**config.mk**
```make
export PLATFORM = sky130hd
export DESIGN_NAME = lsx_back
export DESIGN_NICKNAME = d
export VERILOG_FILES = /design/src/hw/rtl/lsx_pkg.sv /design/src/hw/rtl/lsx_back.sv
export SDC_FILE = /design/constraint.sdc
export NUM_CORES = 1
export LEC_CHECK = 0
export BUFFER_PORTS_ARGS = -buffer_cell sky130_fd_sc_hd__buf_2
export CAP_MARGIN = 0
export CORE_ASPECT_RATIO = 0.7
export CORE_MARGIN = 10
export CORE_UTILIZATION = 45
export CTS_CLUSTER_DIAMETER = 30
export DETAILED_ROUTE_END_ITERATION = 10
export GPL_TIMING_DRIVEN = 0
export MAX_ROUTING_LAYER = met4
export PLACE_DENSITY = 0.71
export SETUP_SLACK_MARGIN = 0.5
export SKIP_LAST_GASP = 1
export SLEW_MARGIN = 20
export SYNTH_ARGS = -nofsm -noshare
export SYNTH_HDL_FRONTEND = slang
export SYNTH_SLANG_ARGS = --single-unit
```
**constraint.sdc**
```tcl
create_clock -name clk -period 18.8 [get_ports clk]
set_input_delay 0.94 -clock clk [delete_from_list [all_inputs] [get_ports clk]]
set_output_delay 0.94 -clock clk [all_outputs]
set_load 0.05 [all_outputs]
```
**src/hw/rtl/lsx_pkg.sv**
```systemverilog
// Shared constants, types and helpers for the Laplacian stencil block.
`timescale 1ns / 1ps
`default_nettype none

package lsx_pkg;

    localparam int SAMPLE_BITS   = 16;
    localparam int MAX_COLS      = 1024;
    localparam int COL_BITS      = $clog2(MAX_COLS);
    localparam int CFG_COL_BITS  = 11;
    localparam int ROW_BITS      = 16;
    localparam int SLOTS         = 5;
    localparam int SLOT_BITS     = 3;
    localparam int OUT_BITS      = 21;
    localparam int VERT_BITS     = SAMPLE_BITS + 4;
    localparam int CALC_BITS     = SAMPLE_BITS + 5;
    localparam int QDEPTH        = 4;
    localparam int QPTR_BITS     = $clog2(QDEPTH);
    localparam int QCNT_BITS     = QPTR_BITS + 1;
    localparam int PADDR_BITS    = 3;
    localparam int PDATA_BITS    = 32;
    localparam int MIN_DIM       = 4;

    localparam logic [CFG_COL_BITS-1:0] RESET_COLS = CFG_COL_BITS'(1024);
    localparam logic [ROW_BITS-1:0]     RESET_ROWS = ROW_BITS'(1024);
    localparam logic [ROW_BITS-1:0]     FIRST_OUT_ROW = ROW_BITS'(3);
    localparam logic [ROW_BITS-1:0]     PRELOAD_ROW   = ROW_BITS'(2);

    localparam logic signed [CALC_BITS-1:0] W_EDGE = CALC_BITS'(2);
    localparam logic signed [CALC_BITS-1:0] W_NEAR = CALC_BITS'(5);
    localparam logic signed [CALC_BITS-1:0] W_MID  = CALC_BITS'(4);

    localparam logic REG_COLS = 1'b0;
    localparam logic REG_ROWS = 1'b1;

    localparam logic CMD_PUSH  = 1'b0;
    localparam logic CMD_DRAIN = 1'b1;

    typedef logic [SLOT_BITS-1:0]          slot_t;
    typedef logic signed [SAMPLE_BITS-1:0] sample_t;

    typedef struct packed {
        logic [COL_BITS-1:0] c_last;
        logic [ROW_BITS-1:0] r_last;
    } frame_cfg_t;

    typedef struct packed {
        logic                        emit;
        logic                        frame_end;
        logic                        left;
        logic                        right;
        logic signed [CALC_BITS-1:0] vert;
        sample_t                     ahead;
    } q_item_t;

    function automatic slot_t slot_add(input slot_t s, input slot_t k);
        logic [SLOT_BITS:0] sum;
        sum = {1'b0, s} + {1'b0, k};
        if (sum >= (SLOT_BITS + 1)'(SLOTS))
        begin
            sum = sum - (SLOT_BITS + 1)'(SLOTS);
        end
        return sum[SLOT_BITS-1:0];
    endfunction

    function automatic logic signed [CALC_BITS-1:0] ext(input sample_t v);
        return CALC_BITS'(v);
    endfunction

    // 2*m0 - 5*m1 + 4*m2 - m3
    function automatic logic signed [CALC_BITS-1:0] edge_term(
        input sample_t m0,
        input sample_t m1,
        input sample_t m2,
        input sample_t m3
    );
        return W_EDGE * ext(m0) - W_NEAR * ext(m1) + W_MID * ext(m2) - ext(m3);
    endfunction

    function automatic logic signed [CALC_BITS-1:0] mid_term(
        input sample_t a,
        input sample_t m,
        input sample_t b
    );
        return ext(a) + ext(b) - W_EDGE * ext(m);
    endfunction

endpackage

`default_nettype wire

```
**src/hw/rtl/lsx_back.sv**
```systemverilog
// Back part: horizontal window, sum of both axes and output register.
`timescale 1ns / 1ps
`default_nettype none

module lsx_back (
    input  wire logic                                   clk,
    input  wire logic                                   rst_n,
    input  wire logic                                   head_valid,
    input  wire lsx_pkg::q_item_t                       head_item,
    output logic                                        pop,
    output logic                                        out_valid,
    input  wire logic                                   out_ready,
    output logic signed [lsx_pkg::OUT_BITS-1:0]         laplace_quarters,
    output logic                                        frame_end
);

    // win_reg[0] is the newest sample; after a shift the center is the result's own
    lsx_pkg::sample_t win_reg [6];

    logic                                 out_valid_reg, out_valid_next;
    logic signed [lsx_pkg::OUT_BITS-1:0]  result_reg;
    logic                                 end_reg;
    logic                                 load;
    logic signed [lsx_pkg::CALC_BITS-1:0] horiz;
    logic signed [lsx_pkg::CALC_BITS-1:0] total;

    assign pop  = head_valid & (~head_item.emit | ~out_valid_reg | out_ready);
    assign load = pop & head_item.emit;

    always_comb
    begin
        if (head_item.left)
        begin
            horiz = lsx_pkg::edge_term(win_reg[2], win_reg[1], win_reg[0], head_item.ahead);
        end
        else if (head_item.right)
        begin
            horiz = lsx_pkg::edge_term(win_reg[2], win_reg[3], win_reg[4], win_reg[5]);
        end
        else
        begin
            horiz = lsx_pkg::mid_term(win_reg[1], win_reg[2], win_reg[3]);
        end
        total          = head_item.vert + horiz;
        out_valid_next = load | (out_valid_reg & ~out_ready);
    end

    always_ff @(posedge clk or negedge rst_n)
    begin
        if (!rst_n)
        begin
            out_valid_reg <= 1'b0;
        end
        else
        begin
            out_valid_reg <= out_valid_next;
        end
    end

    always_ff @(posedge clk)
    begin
        if (pop)
        begin
            win_reg[0] <= head_item.ahead;
            for (int i = 1; i < 6; i++)
            begin
                win_reg[i] <= win_reg[i-1];
            end
        end
        if (load)
        begin
            result_reg <= lsx_pkg::OUT_BITS'(total);
            end_reg    <= head_item.frame_end;
        end
    end

    assign out_valid        = out_valid_reg;
    assign laplace_quarters = result_reg;
    assign frame_end        = end_reg;

    a_hold_result: assert property (@(posedge clk) disable iff (!rst_n)
        (out_valid_reg && !out_ready) |-> !load)
        else $error("result overwritten while stalled");

    a_pop_needs_item: assert property (@(posedge clk) disable iff (!rst_n)
        pop |-> head_valid)
        else $error("pop without item");

    a_load_sets_valid: assert property (@(posedge clk) disable iff (!rst_n)
        load |=> out_valid_reg)
        else $error("loaded result not shown");

endmodule

`default_nettype wire
```
# --- After elaboration in Yosys (flattened, before gate mapping) ---
# Memories as Yosys holds them, arrays and structs flattened.
# Cells that the tools add are included.
classes:
  add_sub_neg: 9
  mul: 2
  muxes: 4
  n_bitwise: 9
op_table:
  columns: ["operator", "n"]
  rows:
  - ["21-bit by 18-bit adder with 21-bit output", 2]
  - ["21-bit 2-to-1 mux", 2]
  - ["17-bit by 20-bit subtractor with 21-bit output", 2]
  - ["21-bit by 16-bit subtractor with 21-bit output", 2]
  - ["4-bit by 16-bit multiplier with 20-bit output, first input constant", 2]
  - ["21-bit adder", 1]
  - ["17-bit by 17-bit subtractor with 18-bit output", 1]
  - ["16-bit by 16-bit adder with 17-bit output", 1]
  - ["1-bit AND", 3]
  - ["1-bit inverter", 3]
  - ["1-bit bitwise OR", 3]
  - ["1-bit 2-to-1 mux", 2]
totals:
  ff_bits: 23
  ramBits: 96
  memories: 1
mem_list:
  columns: ["memory", "depth", "width", "rd", "rd_clocked_by_memory_dff", "wr", "line", "text"]
  rows:
  - ["win_reg", 6, 16, 6, 0, 6, "lsx_back.sv:18", "lsx_pkg::sample_t win_reg [6];"]

# --- Logic depth before layout (Yosys ltp) ---
# An unclocked memory read counts as a cell.
logic_depth:
  ltp_word: 8
  mapped_depth: 26
  mapped_depth_nobuf: 26

# --- Worst setup path before layout ---
# OpenSTA, ideal clock, no wires.
synth_path:
  path_kind: "input port to flip-flop"
  start: "input port out_ready"
  end: "register end_reg (netlist: frame_end) (enable)"
  setup_ps: 382
  arrival_time_ps: 10264
  required_time_ps: 18418
  setup_slack_ps: 8154
  cell_stages: 3
  path_buffers: 0
  cell_sequence: "nor2b_1 -> a21boi_0 -> and2_1"
synth_via:
  elab_chain_len: 3
synth_rtl:
  columns: ["element", "line", "text"]
  rows:
  - ["start: declaration", "lsx_back.sv:12", "input wire logic out_ready,"]
  - ["1-bit bitwise OR", "lsx_back.sv:27", "assign pop = head_valid & (~head_item.emit | ~out_valid_reg | out_ready);"]
  - ["1-bit AND", "lsx_back.sv:27", null]
  - ["via pop", "lsx_back.sv:10", "output logic pop,"]
  - ["1-bit AND", "lsx_back.sv:28", "assign load = pop & head_item.emit;"]
  - ["via load", "lsx_back.sv:23", "logic load;"]
  - ["end signal: assignment", "lsx_back.sv:73", "end_reg <= head_item.frame_end;"]
  - ["end: declaration", "lsx_back.sv:22", "logic end_reg;"]
# The timed path passes the listed nets, and every way through them passes these cells.
# A chain may end at the register's enable or synchronous reset.

==> impl_metrics.sql <==
INSERT INTO impl_metrics (metric_group, metric, value, unit) VALUES
('cts', 'clk_tree_root_cell', 'sky130_fd_sc_hd__clkbuf_16', ''),
('run_status', 'run_status', 'completed', ''),
('critical_path', 'critical_path.reg2reg.startpoint', 'win_reg[1][3]$_DFFE_PP_', ''),
('floorplan', 'floorplan.initialDensity', '45.6', '%'),
('power', 'power_density', '174', 'nW/um2'),
('critical_path', 'worst_ep_arrival_time', '6.64', 'ns'),
('synth', 'synthDominantCellAreaShare', '30.4', '%'),
('synth', 'avgSynthCellArea', '10.4', 'um2'),
('sta', 'final-max-slew-violation-count', '0', ''),
('synth', 'synth_cell_types', '65', ''),
('sta', 'tightest_slew_margin_relative_to_the_limit', '37.1', '%'),
('critical_path', 'crit_path_max_fanout', '5', ''),
('synth', 'fraction_of_synthesis_flops_using_an_asynchronous_set_or_reset_pin', '0.840', '%'),
('worst_hold_path', 'hp-class', 'primary input to asynchronous set/reset pin', ''),
('power', 'static_leakage_power', '0.00637', 'uW'),
('sta', 'fin_setup_tns', '0', 'ns'),
('floorplan', 'rows', '49', ''),
('global_route', 'global_route.usage.total', '16.7', '%'),
('sta', 'finalClockSkew', '0.0118', 'ns'),
('drt', 'drtAntennaViolNets', '0', ''),
('cts', 'clkSinkCount', '119', ''),
('critical_path', 'startpoint_type', 'flop', ''),
('layout', 'finalCoreUtilization', '51.2', '%'),
('synth', 'syn_inst', '1124', ''),
('synth', 'synth_nets', '1437', ''),
('synth', 'synth.top_cells.by_area', 'sky130_fd_sc_hd__edfxtp_1 (30%), sky130_fd_sc_hd__fa_1 (20%), sky130_fd_sc_hd__ha_1 (16%)', ''),
('floorplan', 'fp.dieH', '155', 'um'),
('drt', 'first_iter_violations', '538', ''),
('cts', 'post_cts_resized', '0', ''),
('floorplan', 'dieArea', '32800', 'um2'),
('synth', 'mappedNetlistArea', '11700', 'um2'),
('drt', 'routed-via-count', '7741', ''),
('drt', 'drt_wl_total', '25.5', 'mm'),
('global_route', 'antenna_violations_before_repair', '0', ''),
('sta', 'rsz0062_at_grt', 'false', ''),
('layout', 'n_fill_cell', '2257', ''),
('placed_design', 'gpl.final_weighted_congestion', '0.880', ''),
('critical_path', 'timing.reg2reg.worst_path_depth', '25', ''),
('cts', 'worstSkewPairLatency', '0.44', 'ns'),
('synth', 'synth_flop_cell', 'sky130_fd_sc_hd__edfxtp_1', ''),
('sta', 'min_period_over_period', '34.3', '%'),
('critical_path', 'regToRegEndpoint', 'laplace_quarters[20]$_DFFE_PP_', ''),
('global_route', 'number_of_global_route_vias_before_repair', '7985', ''),
('layout', 'total_area_of_multi_input_combinational_cells', '6850', 'um2'),
('critical_path', 'critical_path.endpoint_type', 'flop', ''),
('critical_path', 'worst_ep_required_time', '18.98', 'ns'),
('sta', 'timing.final.crit_period', '6.46', 'ns'),
('floorplan', 'io-pin-count', '69', ''),
('layout', 'finalNetCount', '1527', ''),
('placed_design', 'place_hpwl', '21.3', 'mm'),
('global_route', 'grt_first_pass_wirelength', '41.8', 'mm'),
('cts', 'holdBufCountCts', '0', ''),
('cts', 'numCtsBuffers', '17', ''),
('drt', 'drt-wirelength-per-cell', '16.4', 'um'),
('sta', 'max_slew.worst_pin.slew', '0.943', 'ns'),
('sta', 'max_freq', '155', 'MHz'),
('cts', 'cts_max_path_buffers', '2', ''),
('drt', 'routed_via_density', '4.97', ''),
('cts', 'worst_setup_hold_path_clk_slew', '0.06', 'ns'),
('synth', 'yosys_register_bits', '119', ''),
('cts', 'h-tree-depth', '4', ''),
('layout', 'n_antenna_cell', '0', ''),
('placed_design', 'place.port_buffers', '66', ''),
('drt', 'drcViolationCount', '0', ''),
('floorplan', 'core_area', '25600', 'um2'),
('job', 'max_cap_viol_count', '0', ''),
('placed_design', 'placed_cell_area', '12500', 'um2'),
('synth', 'top_cell_type_by_total_area_after_synthesis', 'sky130_fd_sc_hd__edfxtp_1', ''),
('floorplan', 'die_w', '212', 'um'),
('critical_path', 'timing.setup.critical_path_class', 'flop to flop', ''),
('sta', 'finalHoldViolCount', '0', '');
-- critical path: stages, from the launching register on --
cell and delay, ns:
sky130_fd_sc_hd__edfxtp_1 0.50, sky130_fd_sc_hd__ha_1 0.25, sky130_fd_sc_hd__fa_1 0.49, sky130_fd_sc_hd__inv_1 0.06
sky130_fd_sc_hd__fa_1 0.53, sky130_fd_sc_hd__inv_1 0.05, sky130_fd_sc_hd__fa_1 0.49, sky130_fd_sc_hd__inv_1 0.05
sky130_fd_sc_hd__ha_1 0.33, sky130_fd_sc_hd__a21o_1 0.21, sky130_fd_sc_hd__a21oi_1 0.23, sky130_fd_sc_hd__a21oi_1 0.21
sky130_fd_sc_hd__o21ai_1 0.23, sky130_fd_sc_hd__inv_1 0.08, sky130_fd_sc_hd__a21o_1 0.18, sky130_fd_sc_hd__a21oi_1 0.17
sky130_fd_sc_hd__xor2_1 0.35, sky130_fd_sc_hd__mux2i_1 0.23, sky130_fd_sc_hd__ha_1 0.43, sky130_fd_sc_hd__nand3_1 0.14
sky130_fd_sc_hd__o21a_1 0.20, sky130_fd_sc_hd__o2111a_1 0.16, sky130_fd_sc_hd__o31ai_2 0.21, sky130_fd_sc_hd__a21oi_1 0.10
sky130_fd_sc_hd__xor2_1 0.15, sky130_fd_sc_hd__xor2_1 0.16
-- worst max path at each step --
| stage | slack, ns | startpoint | to | cells after the start |
|---|---|---|---|---|
| floorplan | 8.15 | out_ready | frame_end$_DFFE_PP_ | 3 |
| global placement | 4.60 | out_ready | pop | 4 |
| detailed placement | 12.37 | head_item[4] | laplace_quarters[20]$_DFFE_PP_ | 25 |
| CTS | 12.38 | win_reg[1][3]$_DFFE_PP_ | laplace_quarters[20]$_DFFE_PP_ | 25 |
| global route | 11.99 | win_reg[1][3]$_DFFE_PP_ | laplace_quarters[20]$_DFFE_PP_ | 24 |
| finish | 12.34 | win_reg[1][3]$_DFFE_PP_ | laplace_quarters[20]$_DFFE_PP_ | 25 |
-- cells in the mapped netlist (10+ instances only) --
master                       n
sky130_fd_sc_hd__inv_1     321
sky130_fd_sc_hd__ha_1      153
sky130_fd_sc_hd__edfxtp_1  118
sky130_fd_sc_hd__fa_1      115
sky130_fd_sc_hd__a21oi_1    62
sky130_fd_sc_hd__nor2_1     42
sky130_fd_sc_hd__xnor2_1    40
sky130_fd_sc_hd__nand2_1    35
sky130_fd_sc_hd__o21ai_0    31
sky130_fd_sc_hd__xor2_1     25
sky130_fd_sc_hd__a21o_1     17
sky130_fd_sc_hd__a211oi_1   12
sky130_fd_sc_hd__nand2b_1   11
sky130_fd_sc_hd__o21a_1     11
sky130_fd_sc_hd__o21ai_1    11
sky130_fd_sc_hd__nor3_1     10
-- report_power, final --
| group | switching, uW | internal, uW |
|---|---|---|
| clock network | 125 | 180 |
| registers | 18.1 | 369 |
| logic | 961 | 629 |
| total | 1100 | 1180 |
-- layout by cell type, fill, tap and decap left out, drive strengths merged, types with 28 or more instances in the layout --
cell / instances
fa: 115
nor2: 42
o21ai: 43
nand2: 35
clkbuf: 28
edfxtp: 118
xnor2: 41
ha: 153
inv: 322
buf: 71
a21oi: 63
-- layer usage --
metal,global-route usage [%],wire length [um],part of all wire [%]
met1,24.7,13600,53
met2,21.8,9800,38
met3,4.97,1930,7.6
met4,3.46,204,0.80
met5,-,0,0
-- cell families after synthesis --
kind of cell	share of synthesized area (%)
compound gates	10.7
xor+xnor	5.02
fa+ha+maj	36.2
buf+inv	10.7
flops	30.6
mux	0.719
simple gates	6.06
-- through the flow --
| stage | hold WS, ns | setup WS [ns] | instances | power (uW) |
|---|---|---|---|---|
| after floorplan | 0.426 | 8.15 | 1124 | 1580 |
| after global placement | 0.431 | 4.60 | 1521 | 1910 |
| after detailed placement | 0.432 | 12.37 | 1526 | 1950 |
| after CTS | 0.254 | 12.38 | 1557 | 2270 |
| after global routing | 0.255 | 11.99 | 1557 | 2490 |
| final | 0.269 | 12.34 | 1557 | 2280 |
-- final cells by class --
cell class	instances	area share, %
well taps	331	3.16
clock inverters	12	0.813
flip-flops and latches	119	27.3
multi-input cells	674	52.4
plain buffers	9	0.258
inverters	322	9.24
repair buffers	71	3.58
clock buffers	19	3.31
No activity file was read; power rests on OpenSTA's default activity.
