`src/hw/rtl/lsx_pkg.sv`:
```
// Shared constants, types and helpers for the Laplacian stencil block.
`timescale 1ns / 1ps
`default_nettype none

package lsx_pkg;

    localparam int SAMPLE_BITS   = 16;
    localparam int MAX_COLS      = 1024;
    localparam int COL_BITS      = $clog2(MAX_COLS);
    localparam int CFG_COL_BITS  = 11;
    localparam int ROW_BITS      = 16;
    localparam int SLOTS         = 5;
    localparam int SLOT_BITS     = 3;
    localparam int OUT_BITS      = 21;
    localparam int VERT_BITS     = SAMPLE_BITS + 4;
    localparam int CALC_BITS     = SAMPLE_BITS + 5;
    localparam int QDEPTH        = 4;
    localparam int QPTR_BITS     = $clog2(QDEPTH);
    localparam int QCNT_BITS     = QPTR_BITS + 1;
    localparam int PADDR_BITS    = 3;
    localparam int PDATA_BITS    = 32;
    localparam int MIN_DIM       = 4;

    localparam logic [CFG_COL_BITS-1:0] RESET_COLS = CFG_COL_BITS'(1024);
    localparam logic [ROW_BITS-1:0]     RESET_ROWS = ROW_BITS'(1024);
    localparam logic [ROW_BITS-1:0]     FIRST_OUT_ROW = ROW_BITS'(3);
    localparam logic [ROW_BITS-1:0]     PRELOAD_ROW   = ROW_BITS'(2);

    localparam logic signed [CALC_BITS-1:0] W_EDGE = CALC_BITS'(2);
    localparam logic signed [CALC_BITS-1:0] W_NEAR = CALC_BITS'(5);
    localparam logic signed [CALC_BITS-1:0] W_MID  = CALC_BITS'(4);

    localparam logic REG_COLS = 1'b0;
    localparam logic REG_ROWS = 1'b1;

    localparam logic CMD_PUSH  = 1'b0;
    localparam logic CMD_DRAIN = 1'b1;

    typedef logic [SLOT_BITS-1:0]          slot_t;
    typedef logic signed [SAMPLE_BITS-1:0] sample_t;

    typedef struct packed {
        logic [COL_BITS-1:0] c_last;
        logic [ROW_BITS-1:0] r_last;
    } frame_cfg_t;

    typedef struct packed {
        logic                        emit;
        logic                        frame_end;
        logic                        left;
        logic                        right;
        logic signed [CALC_BITS-1:0] vert;
        sample_t                     ahead;
    } q_item_t;

    function automatic slot_t slot_add(input slot_t s, input slot_t k);
        logic [SLOT_BITS:0] sum;
        sum = {1'b0, s} + {1'b0, k};
        if (sum >= (SLOT_BITS + 1)'(SLOTS))
        begin
            sum = sum - (SLOT_BITS + 1)'(SLOTS);
        end
        return sum[SLOT_BITS-1:0];
    endfunction

    function automatic logic signed [CALC_BITS-1:0] ext(input sample_t v);
        return CALC_BITS'(v);
    endfunction

    // 2*m0 - 5*m1 + 4*m2 - m3
    function automatic logic signed [CALC_BITS-1:0] edge_term(
        input sample_t m0,
        input sample_t m1,
        input sample_t m2,
        input sample_t m3
    );
        return W_EDGE * ext(m0) - W_NEAR * ext(m1) + W_MID * ext(m2) - ext(m3);
    endfunction

    function automatic logic signed [CALC_BITS-1:0] mid_term(
        input sample_t a,
        input sample_t m,
        input sample_t b
    );
        return ext(a) + ext(b) - W_EDGE * ext(m);
    endfunction

endpackage

`default_nettype wire

```
`src/hw/rtl/lsx_queue.sv`:
```
// Short item queue between the front and back parts.
`timescale 1ns / 1ps
`default_nettype none

module lsx_queue (
    input  wire logic                          clk,
    input  wire logic                          rst_n,
    input  wire logic                          push,
    input  wire lsx_pkg::q_item_t              push_item,
    input  wire logic                          pop,
    output logic                               head_valid,
    output lsx_pkg::q_item_t                   head_item,
    output logic [lsx_pkg::QCNT_BITS-1:0]      count
);

    lsx_pkg::q_item_t                 entry_reg [lsx_pkg::QDEPTH];
    logic [lsx_pkg::QPTR_BITS-1:0]    wr_ptr_reg, wr_ptr_next;
    logic [lsx_pkg::QPTR_BITS-1:0]    rd_ptr_reg, rd_ptr_next;
    logic [lsx_pkg::QCNT_BITS-1:0]    count_reg, count_next;

    always_comb
    begin
        wr_ptr_next = push ? wr_ptr_reg + lsx_pkg::QPTR_BITS'(1) : wr_ptr_reg;
        rd_ptr_next = pop ? rd_ptr_reg + lsx_pkg::QPTR_BITS'(1) : rd_ptr_reg;
        count_next  = count_reg + lsx_pkg::QCNT_BITS'(push) - lsx_pkg::QCNT_BITS'(pop);
    end

    always_ff @(posedge clk or negedge rst_n)
    begin
        if (!rst_n)
        begin
            wr_ptr_reg <= '0;
            rd_ptr_reg <= '0;
            count_reg  <= '0;
        end
        else
        begin
            wr_ptr_reg <= wr_ptr_next;
            rd_ptr_reg <= rd_ptr_next;
            count_reg  <= count_next;
        end
    end

    always_ff @(posedge clk)
    begin
        if (push)
        begin
            entry_reg[wr_ptr_reg] <= push_item;
        end
    end

    assign head_valid = count_reg != '0;
    assign head_item  = entry_reg[rd_ptr_reg];
    assign count      = count_reg;

    a_no_overflow: assert property (@(posedge clk) disable iff (!rst_n)
        push |-> (count_reg != lsx_pkg::QCNT_BITS'(lsx_pkg::QDEPTH)) || pop)
        else $error("queue overflow");

    a_no_underflow: assert property (@(posedge clk) disable iff (!rst_n)
        pop |-> count_reg != '0)
        else $error("queue underflow");

    a_count_hold: assert property (@(posedge clk) disable iff (!rst_n)
        (push == pop) |=> $stable(count_reg))
        else $error("queue count moved without net traffic");

endmodule

`default_nettype wire

```
`config.mk`:
```
export PLATFORM = sky130hd
export DESIGN_NAME = lsx_queue
export DESIGN_NICKNAME = d
export VERILOG_FILES = /design/src/hw/rtl/lsx_pkg.sv /design/src/hw/rtl/lsx_queue.sv
export SDC_FILE = /design/constraint.sdc
export NUM_CORES = 1
export LEC_CHECK = 0
export BUFFER_PORTS_ARGS = -buffer_cell sky130_fd_sc_hd__buf_2
export CAP_MARGIN = 5
export CORE_MARGIN = 5
export CORE_UTILIZATION = 38
export CTS_CLUSTER_SIZE = 12
export DETAILED_ROUTE_END_ITERATION = 6
export GPL_TIMING_DRIVEN = 0
export PLACE_DENSITY = 0.66
export SLEW_MARGIN = 20
export SYNTH_ARGS = -nofsm -noshare
export SYNTH_HDL_FRONTEND = slang
export SYNTH_SLANG_ARGS = --single-unit
export TNS_END_PERCENT = 1
```
`constraint.sdc`:
```
create_clock -name clk -period 2.9 [get_ports clk]
set_clock_uncertainty 0.15 [all_clocks]
set_input_delay 0.145 -clock clk [delete_from_list [all_inputs] [get_ports clk]]
set_output_delay 0.145 -clock clk [all_outputs]
set_load 0.005 [all_outputs]
```
After elaboration in Yosys (flattened, before gate mapping)
Memories as Yosys holds them, arrays and structs flattened.
Index checks and enable logic that the tools add are counted.
- reductions and logical operators: 1
- add/subtract/negate cells: 4
- mux-type cells: 2
- operator list (cell ; number):
    2-bit by 1-bit adder with 2-bit output (second input constant) ; 2
    3-bit by 1-bit adder with 3-bit output ; 1
    3-bit nonzero test ; 1
    3-bit by 1-bit subtractor with 3-bit output ; 1
    1-bit 2-to-1 mux ; 2
- memories: 1
- output and inout bits: 45
- logic and storage cells: 11
- bits of input ports: 45
- bits in writable memories: 164
- bits in registers: 7
- memory list (memory ; words ; bits a word ; rd ports ; clocked after memory_dff ; write ports ; line ; text):
    entry_reg ; 4 ; 41 ; 1 ; 0 ; 1 ; lsx_queue.sv:16 ; lsx_pkg::q_item_t entry_reg [lsx_pkg::QDEPTH];

Depth between registers and ports, before layout
Gate-level depths: netlist of the first run.
- word-level depth: 2
- mapped depth: 7
- gate-level depth less buffers: 7

Least setup slack after synthesis of the first run
Ideal clock, no wire load.
- path type: register to register
- start point: register wr_ptr_reg[0] in the netlist's numbering
- end point: memory entry_reg[0][0] in the netlist's numbering (enable)
- required time: 2.348 ns
- setup time: 0.402 ns
- setup slack: 0.736 ns
- data arrival time: 1.612 ns
- period minus slack after synthesis: 2.164 ns
- path buffers: 0
- stages on the path, launching flop included: 4
- cells stage by stage: dfrtp_1 inv_1 ha_1 and2_1
- RTL lines (element ; line ; text):
    start, declared ; lsx_queue.sv:17 ; logic [lsx_pkg::QPTR_BITS-1:0] wr_ptr_reg, wr_ptr_next;
    start signal, assigned ; lsx_queue.sv:38 ; wr_ptr_reg <= wr_ptr_next;
    end, declared ; lsx_queue.sv:16 ;
No word-level cell before the write port.

==> results of run 1 <==
==> power by group <==
group / internal [mW] / switching [mW] / leakage, nW
Combinational: 1.14 / 1.06 / 0.993
Sequential: 3.24 / 0.110 / 1.59
Clock: 1.35 / 0.890 / 0.278
==> cell families after synthesis <==
kind of cell	after synthesis	share of synthesized area [%]
flip-flops	171	80.3
AND/OR/NAND/NOR	7	0.610
adder cells (fa/ha/maj)	7	1.50
AO/OA/AOI/OAI	1	0.0787
multiplexers	41	14.7
buffers and inverters	16	2.17
XOR/XNOR	5	0.689
==> layout make-up <==
cell class	count	area share, %
Timing Repair Buffer	134	11.0
Sequential cell	171	62.8
Clock inverter	12	1.83
Tap cell	220	3.39
Clock buffer	19	5.33
Buffer	10	1.42
Inverter	6	0.277
Multi-Input combinational cell	61	13.9
==> layer usage <==
layer | share of wire [%] | vias up | track usage [%]
li1 | - | 1351 | -
met1 | 44 | 1528 | 15.8
met2 | 52 | 61 | 21.0
met3 | 3.3 | 11 | 3.33
met4 | 1.1 | 0 | 4.48
met5 | 0 | - | 0
==> through the flow <==
stage,cells,cell area (µm²),hold slack (ps),setup TNS [ps]
after global routing,633,8120,330,0
final,633,8120,330,0
after CTS,633,8120,311,0
after detailed placement,557,7090,-158,0
after global placement,557,7080,-168,-15570
after floorplan,248,6350,-301,0
==> worst max path at each step <==
stage | start | end | slack (ps) | cells after the start
4_1_cts | rd_ptr_reg[1]$_DFFE_PN0P_ | head_item[35] | 620 | 4
6_report | rd_ptr_reg[1]$_DFFE_PN0P_ | head_item[36] | 730 | 4
5_1_grt | rd_ptr_reg[1]$_DFFE_PN0P_ | head_item[31] | 570 | 4
3_5_place_dp | count[0]$_DFF_PN0_ | count[2]$_DFF_PN0_ | 980 | 7
3_3_place_gp | wr_ptr_reg[0]$_DFFE_PN0P_ | entry_reg[0][14]$_DFFE_PP_ | -120 | 3
2_1_floorplan | wr_ptr_reg[0]$_DFFE_PN0P_ | entry_reg[0][0]$_DFFE_PP_ | 740 | 3
==> synthesized netlist by cell type <==
master	instances	area [µm²]
o21ai_0	1	5.00
or3_1	1	6.26
clkbuf_1	1	3.75
nand2_1	2	7.51
and2_1	4	25.0
edfxtp_1	164	4920
xor2_1	2	17.5
buf_2	4	20.0
buf_6	1	11.3
ha_1	6	75.1
buf_12	4	80.1
dfrtp_1	7	175
mux4_1	3	78.8
xnor2_1	3	26.3
inv_1	6	22.5
mux4_2	38	856
fa_1	1	20.0
==> timing repair <==
item / in CTS / in global routing
hold buffers: 45 / 0
endpoints found under the setup margin: 0 / 0
endpoints found under the hold margin: 176 / 0
==> reports/metrics.cfg, run 1 <==
[floorplanning]
io_pins = 90
dieArea_mm2 = 0.0194
core-area_mm2 = 0.0165
num_rows = 47
dieHeight_um = 139
start_util_pct = 38.5
die_width_um = 139

[power_and_ir_drop]
p_total_mw = 7.79
cellPowerDensity_mw_per_mm2 = 960
irDropWorstVdd_mv = 0.489
leakage_nw = 2.86

[hold_path]
hold-path-endpoint = entry_reg[3][24]$_DFFE_PP_
hold_class = primary input to register
hold_depth = 2
hold_path_startpoint = push_item[24]

[clocking]
clk_pin_slew_worst_paths_ps = 60
cts_buffers = 17
htreeDepth = 4
worstSkewPairLatency_ps = 410
root_buffer = clkbuf_16
numClockSinks = 171
cts_resized = 0
clockBufferDepth = 2
cts_setup_buffers = 0
cts_tree = done

[synth]
ys_seq_elements = 171
synth_area_mm2 = 0.00635
mappedNetlistNets = 300
syn_inst = 248
ys_warn_count = 0
synth.distinct_cells = 17
synth.avg_cell_area_um2 = 25.6
synth-seq-area-share_pct = 80.3

[sta]
finalMaxSlewViolations = 0
hold_viol_final = 0
min_period_ps = 2170
fmax_mhz = 461
rsz0062_at_grt = no
fin_ws_ps = 731
setup_viol = 0
tightest_slew_ps = 668
fin_crit_sh_pct = 74.8
max_slew_margin_pct = 55.5

[cells_and_area]
final_common_cell = edfxtp_1
final_layout_size_suffix_gt1_share_pct = 40.4
final_cell_mix = edfxtp_1, buf_2, dlygate4sd3_1, mux4_2, clkbuf_16
n_antenna_cell = 0
post-route-util_pct = 49.1
largest_reg_flops = 164
multiInputGateArea_mm2 = 0.00113
fin_nets = 453
area_growth_pct = 27.7
fill_cells = 1359
seqCellArea_mm2 = 0.00510

[critical_path]
r2r_cells = 7
r2r-end = count[2]$_DFF_PN0_
critical_path.top_delay_family = buffers and inverters
cp_num_buf_inv = 3
worstPathArrival_ps = 1870
cp.required_ps = 2610
max_stage_delay_ps = 370
path_cells = clkbuf_1 -> buf_2 -> mux4_2 -> buf_2
crit_path_top_delay_cell = mux4_2
crit_type = register to primary output
cpMostUsedCell = buf_2
rrSetupSlack_ps = 980
r2r_start = count[0]$_DFF_PN0_
worst_setup_path_start_kind = register
end_kind = primary output
path_max_fanout = 10

[route]
drcViolationCount = 0
drtAntennaViolNets = 0
wl_um = 11500
num_vias = 2951
via_per_inst = 4.66
drt-pass1-iter-count = 4
drt_iter0_drc = 115
wl_per_cell_um = 18.1

[grt]
grt_overflow_total = 0
grt_max_degree = 42
grt_pass1_wl_um = 18400
grt.total_usage_pct = 12.5
grt_pass1_vias = 3343
antenna_found_initial = 0

[placement]
gp_congestion = 0.677
hpwl_um = 6720
place_ws_ps = 976
io_buffers = 89

[job]
cap_viol_max_count = 0

[status]
status = finished clean

Power figures use the tool's default switching activity.
==> inputs of run 2 (changes only) <==
Settings changed: PLACE_DENSITY 0.66 to 0.68.
Clock period 2.9 ns to 1.8 ns, I/O delays scaled along.
==> run 2 against run 1 <==
The run now ends with setup timing left. Sequential share of layout area decreased by 0.70 points. Sequential cell count unchanged. Routed wire length increased by 1.4%. Combinational power increased by 70%. First-iteration DRC count unchanged. Hold slack got worse by 59 ps. Global-route usage increased by 0.18 points. Critical path depth unchanged. Critical endpoint is now head_item[8].
==> reports/metrics.cfg, run 2 (synthesis results as in run 1) <==
[clocking]
clockBufferDepth = 2
htreeDepth = 4
cts_buffers = 17
cts_tree = done
root_buffer = clkbuf_16
clk_pin_slew_worst_paths_ps = 60
numClockSinks = 171
worstSkewPairLatency_ps = 410

[cells_and_area]
fin_area_mm2 = 0.00821
n_antenna_cell = 0
final_cell_count_no_fill = 634
final_layout_size_suffix_gt1_share_pct = 42.0
fin_nets = 454
largest_reg_flops = 164
area_growth_pct = 29.2
final_common_cell = edfxtp_1
final_cell_mix = edfxtp_1, buf_2, dlygate4sd3_1, mux4_2, clkbuf_16

[floorplanning]
start_util_pct = 38.5
num_rows = 47
die_width_um = 139
dieHeight_um = 139
dieArea_mm2 = 0.0194
core-area_mm2 = 0.0165
io_pins = 90

[grt]
grt_pass1_vias = 3307
grt.total_usage_pct = 12.7
grt_overflow_total = 0
antenna_found_initial = 0
grt_pass1_wl_um = 18600
grt_max_degree = 42

[sta]
finalMaxSlewViolations = 0
setup_viol = 42
fin_crit_sh_pct = 111
rsz0062_at_grt = yes
totalNegativeSetupSlack_ps = -6860
fmax_mhz = 500
hold_viol_final = 0
min_period_ps = 2000
tightest_slew_ps = 696
fin_ws_ps = -198
max_slew_margin_pct = 53.6

[critical_path]
cp.required_ps = 1560
critical_path.top_delay_family = multiplexers
end_kind = primary output
crit_type = register to primary output
path_max_fanout = 10
worst_setup_path_start_kind = register
path_cells = buf_12 -> buf_12 -> mux4_2 -> buf_2
max_stage_delay_ps = 520
cp_num_buf_inv = 3
worstPathArrival_ps = 1760
cpMostUsedCell = buf_12
crit_path_top_delay_cell = mux4_2

[route]
drcViolationCount = 0
wl_um = 11600
wl_met3_um = 523
met1Wirelength_um = 5020
drt-pass1-iter-count = 4
wl_met2_um = 5980
drt_iter0_drc = 115
wl_per_cell_um = 18.4
topRoutingLayerUsed = met4
via_per_inst = 4.69
num_vias = 2974
drtAntennaViolNets = 0

[status]
violations = setup timing
status = complete, but fails checks

[placement]
io_buffers = 89
gp_congestion = 0.620
hpwl_um = 6540
place_inst = 557
placed_area_mm2 = 0.00709
place_ws_ps = -41.6

[power_and_ir_drop]
cellPowerDensity_mw_per_mm2 = 1570
leakage_nw = 2.90
irDropWorstVdd_mv = 0.893

[job]
cap_viol_max_count = 0

[hold_path]
hold_class = primary input to register

-- run 2: changes by cell type in the layout (fill, tap and decap cells not counted), sizes merged --
cell,previous run,this run
buf,98,99
bufinv,3,4
clkinvlp,2,1
-- run 2: power breakdown --
part           internal, mW  switching [mW]
Clock                  2.31            1.44
Combinational          2.00            1.73
Sequential             5.23           0.211
-- run 2: area by class of cell --
| class | instances | area, µm² |
|---|---|---|
| Clock inverter | 12 | 173 |
| Timing Repair Buffer | 136 | 953 |
| Tap cell | 220 | 275 |
| Inverter | 6 | 22.5 |
| Fill cell | 1340 | 8310 |
| Multi-Input combinational cell | 61 | 1120 |
| Clock buffer | 19 | 433 |
| Sequential cell | 171 | 5100 |
| Buffer | 9 | 130 |
-- run 2: metrics by stage --
step | hold WS [ps] | util, % | power, mW
2_1_floorplan | -356 | - | 7.70
4_1_cts | 251 | 49.4 | 13.0
5_1_grt | 259 | 49.7 | 13.6
3_5_place_dp | -215 | 42.9 | 9.12
3_3_place_gp | -224 | 42.8 | 9.02
6_report | 271 | 49.7 | 12.9
-- run 2: metal layers --
| metal | GRT usage (%) | up-vias |
|---|---|---|
| met5 | 0 | - |
| li1 | - | 1351 |
| met3 | 4.39 | 9 |
| met2 | 20.9 | 72 |
| met1 | 15.8 | 1542 |
| met4 | 4.17 | 0 |
-- run 2: path summary, 6_finish.rpt --
| check | startpoint | to | slack [ps] | depth (start not counted) |
|---|---|---|---|---|
| setup / recovery | rd_ptr_reg[0]$_DFFE_PN0P_ | head_item[8] | -200 | 4 |
| hold / removal | push_item[30] | entry_reg[3][30]$_DFFE_PP_ | 270 | 2 |
| setup reg to reg | count[0]$_DFF_PN0_ | count[2]$_DFF_PN0_ | -40 | 7 |
| hold reg to reg | wr_ptr_reg[0]$_DFFE_PN0P_ | wr_ptr_reg[0]$_DFFE_PN0P_ | 420 | 1 |
| max in group asynchronous | rst_n | rd_ptr_reg[1]$_DFFE_PN0P_ | 740 | 3 |
| min in group asynchronous | rst_n | count[0]$_DFF_PN0_ | 480 | 3 |
-- run 2: worst register-to-register path: cells and delay by family (launching register included) --
family     cells  cell delay [ps]
xor+xnor       2              320
fa+ha+maj      3              830
buf+inv        2               90
flops          1              370
-- run 2: repair_timing --
item / 4_1_cts / 5_1_grt
setup buffers: 1 / 0
gates cloned: 0 / 1
hold buffers: 45 / 0
gates resized for setup: 7 / 7
endpoints found under the hold margin: 176 / 0
endpoints found under the setup margin: 160 / 201
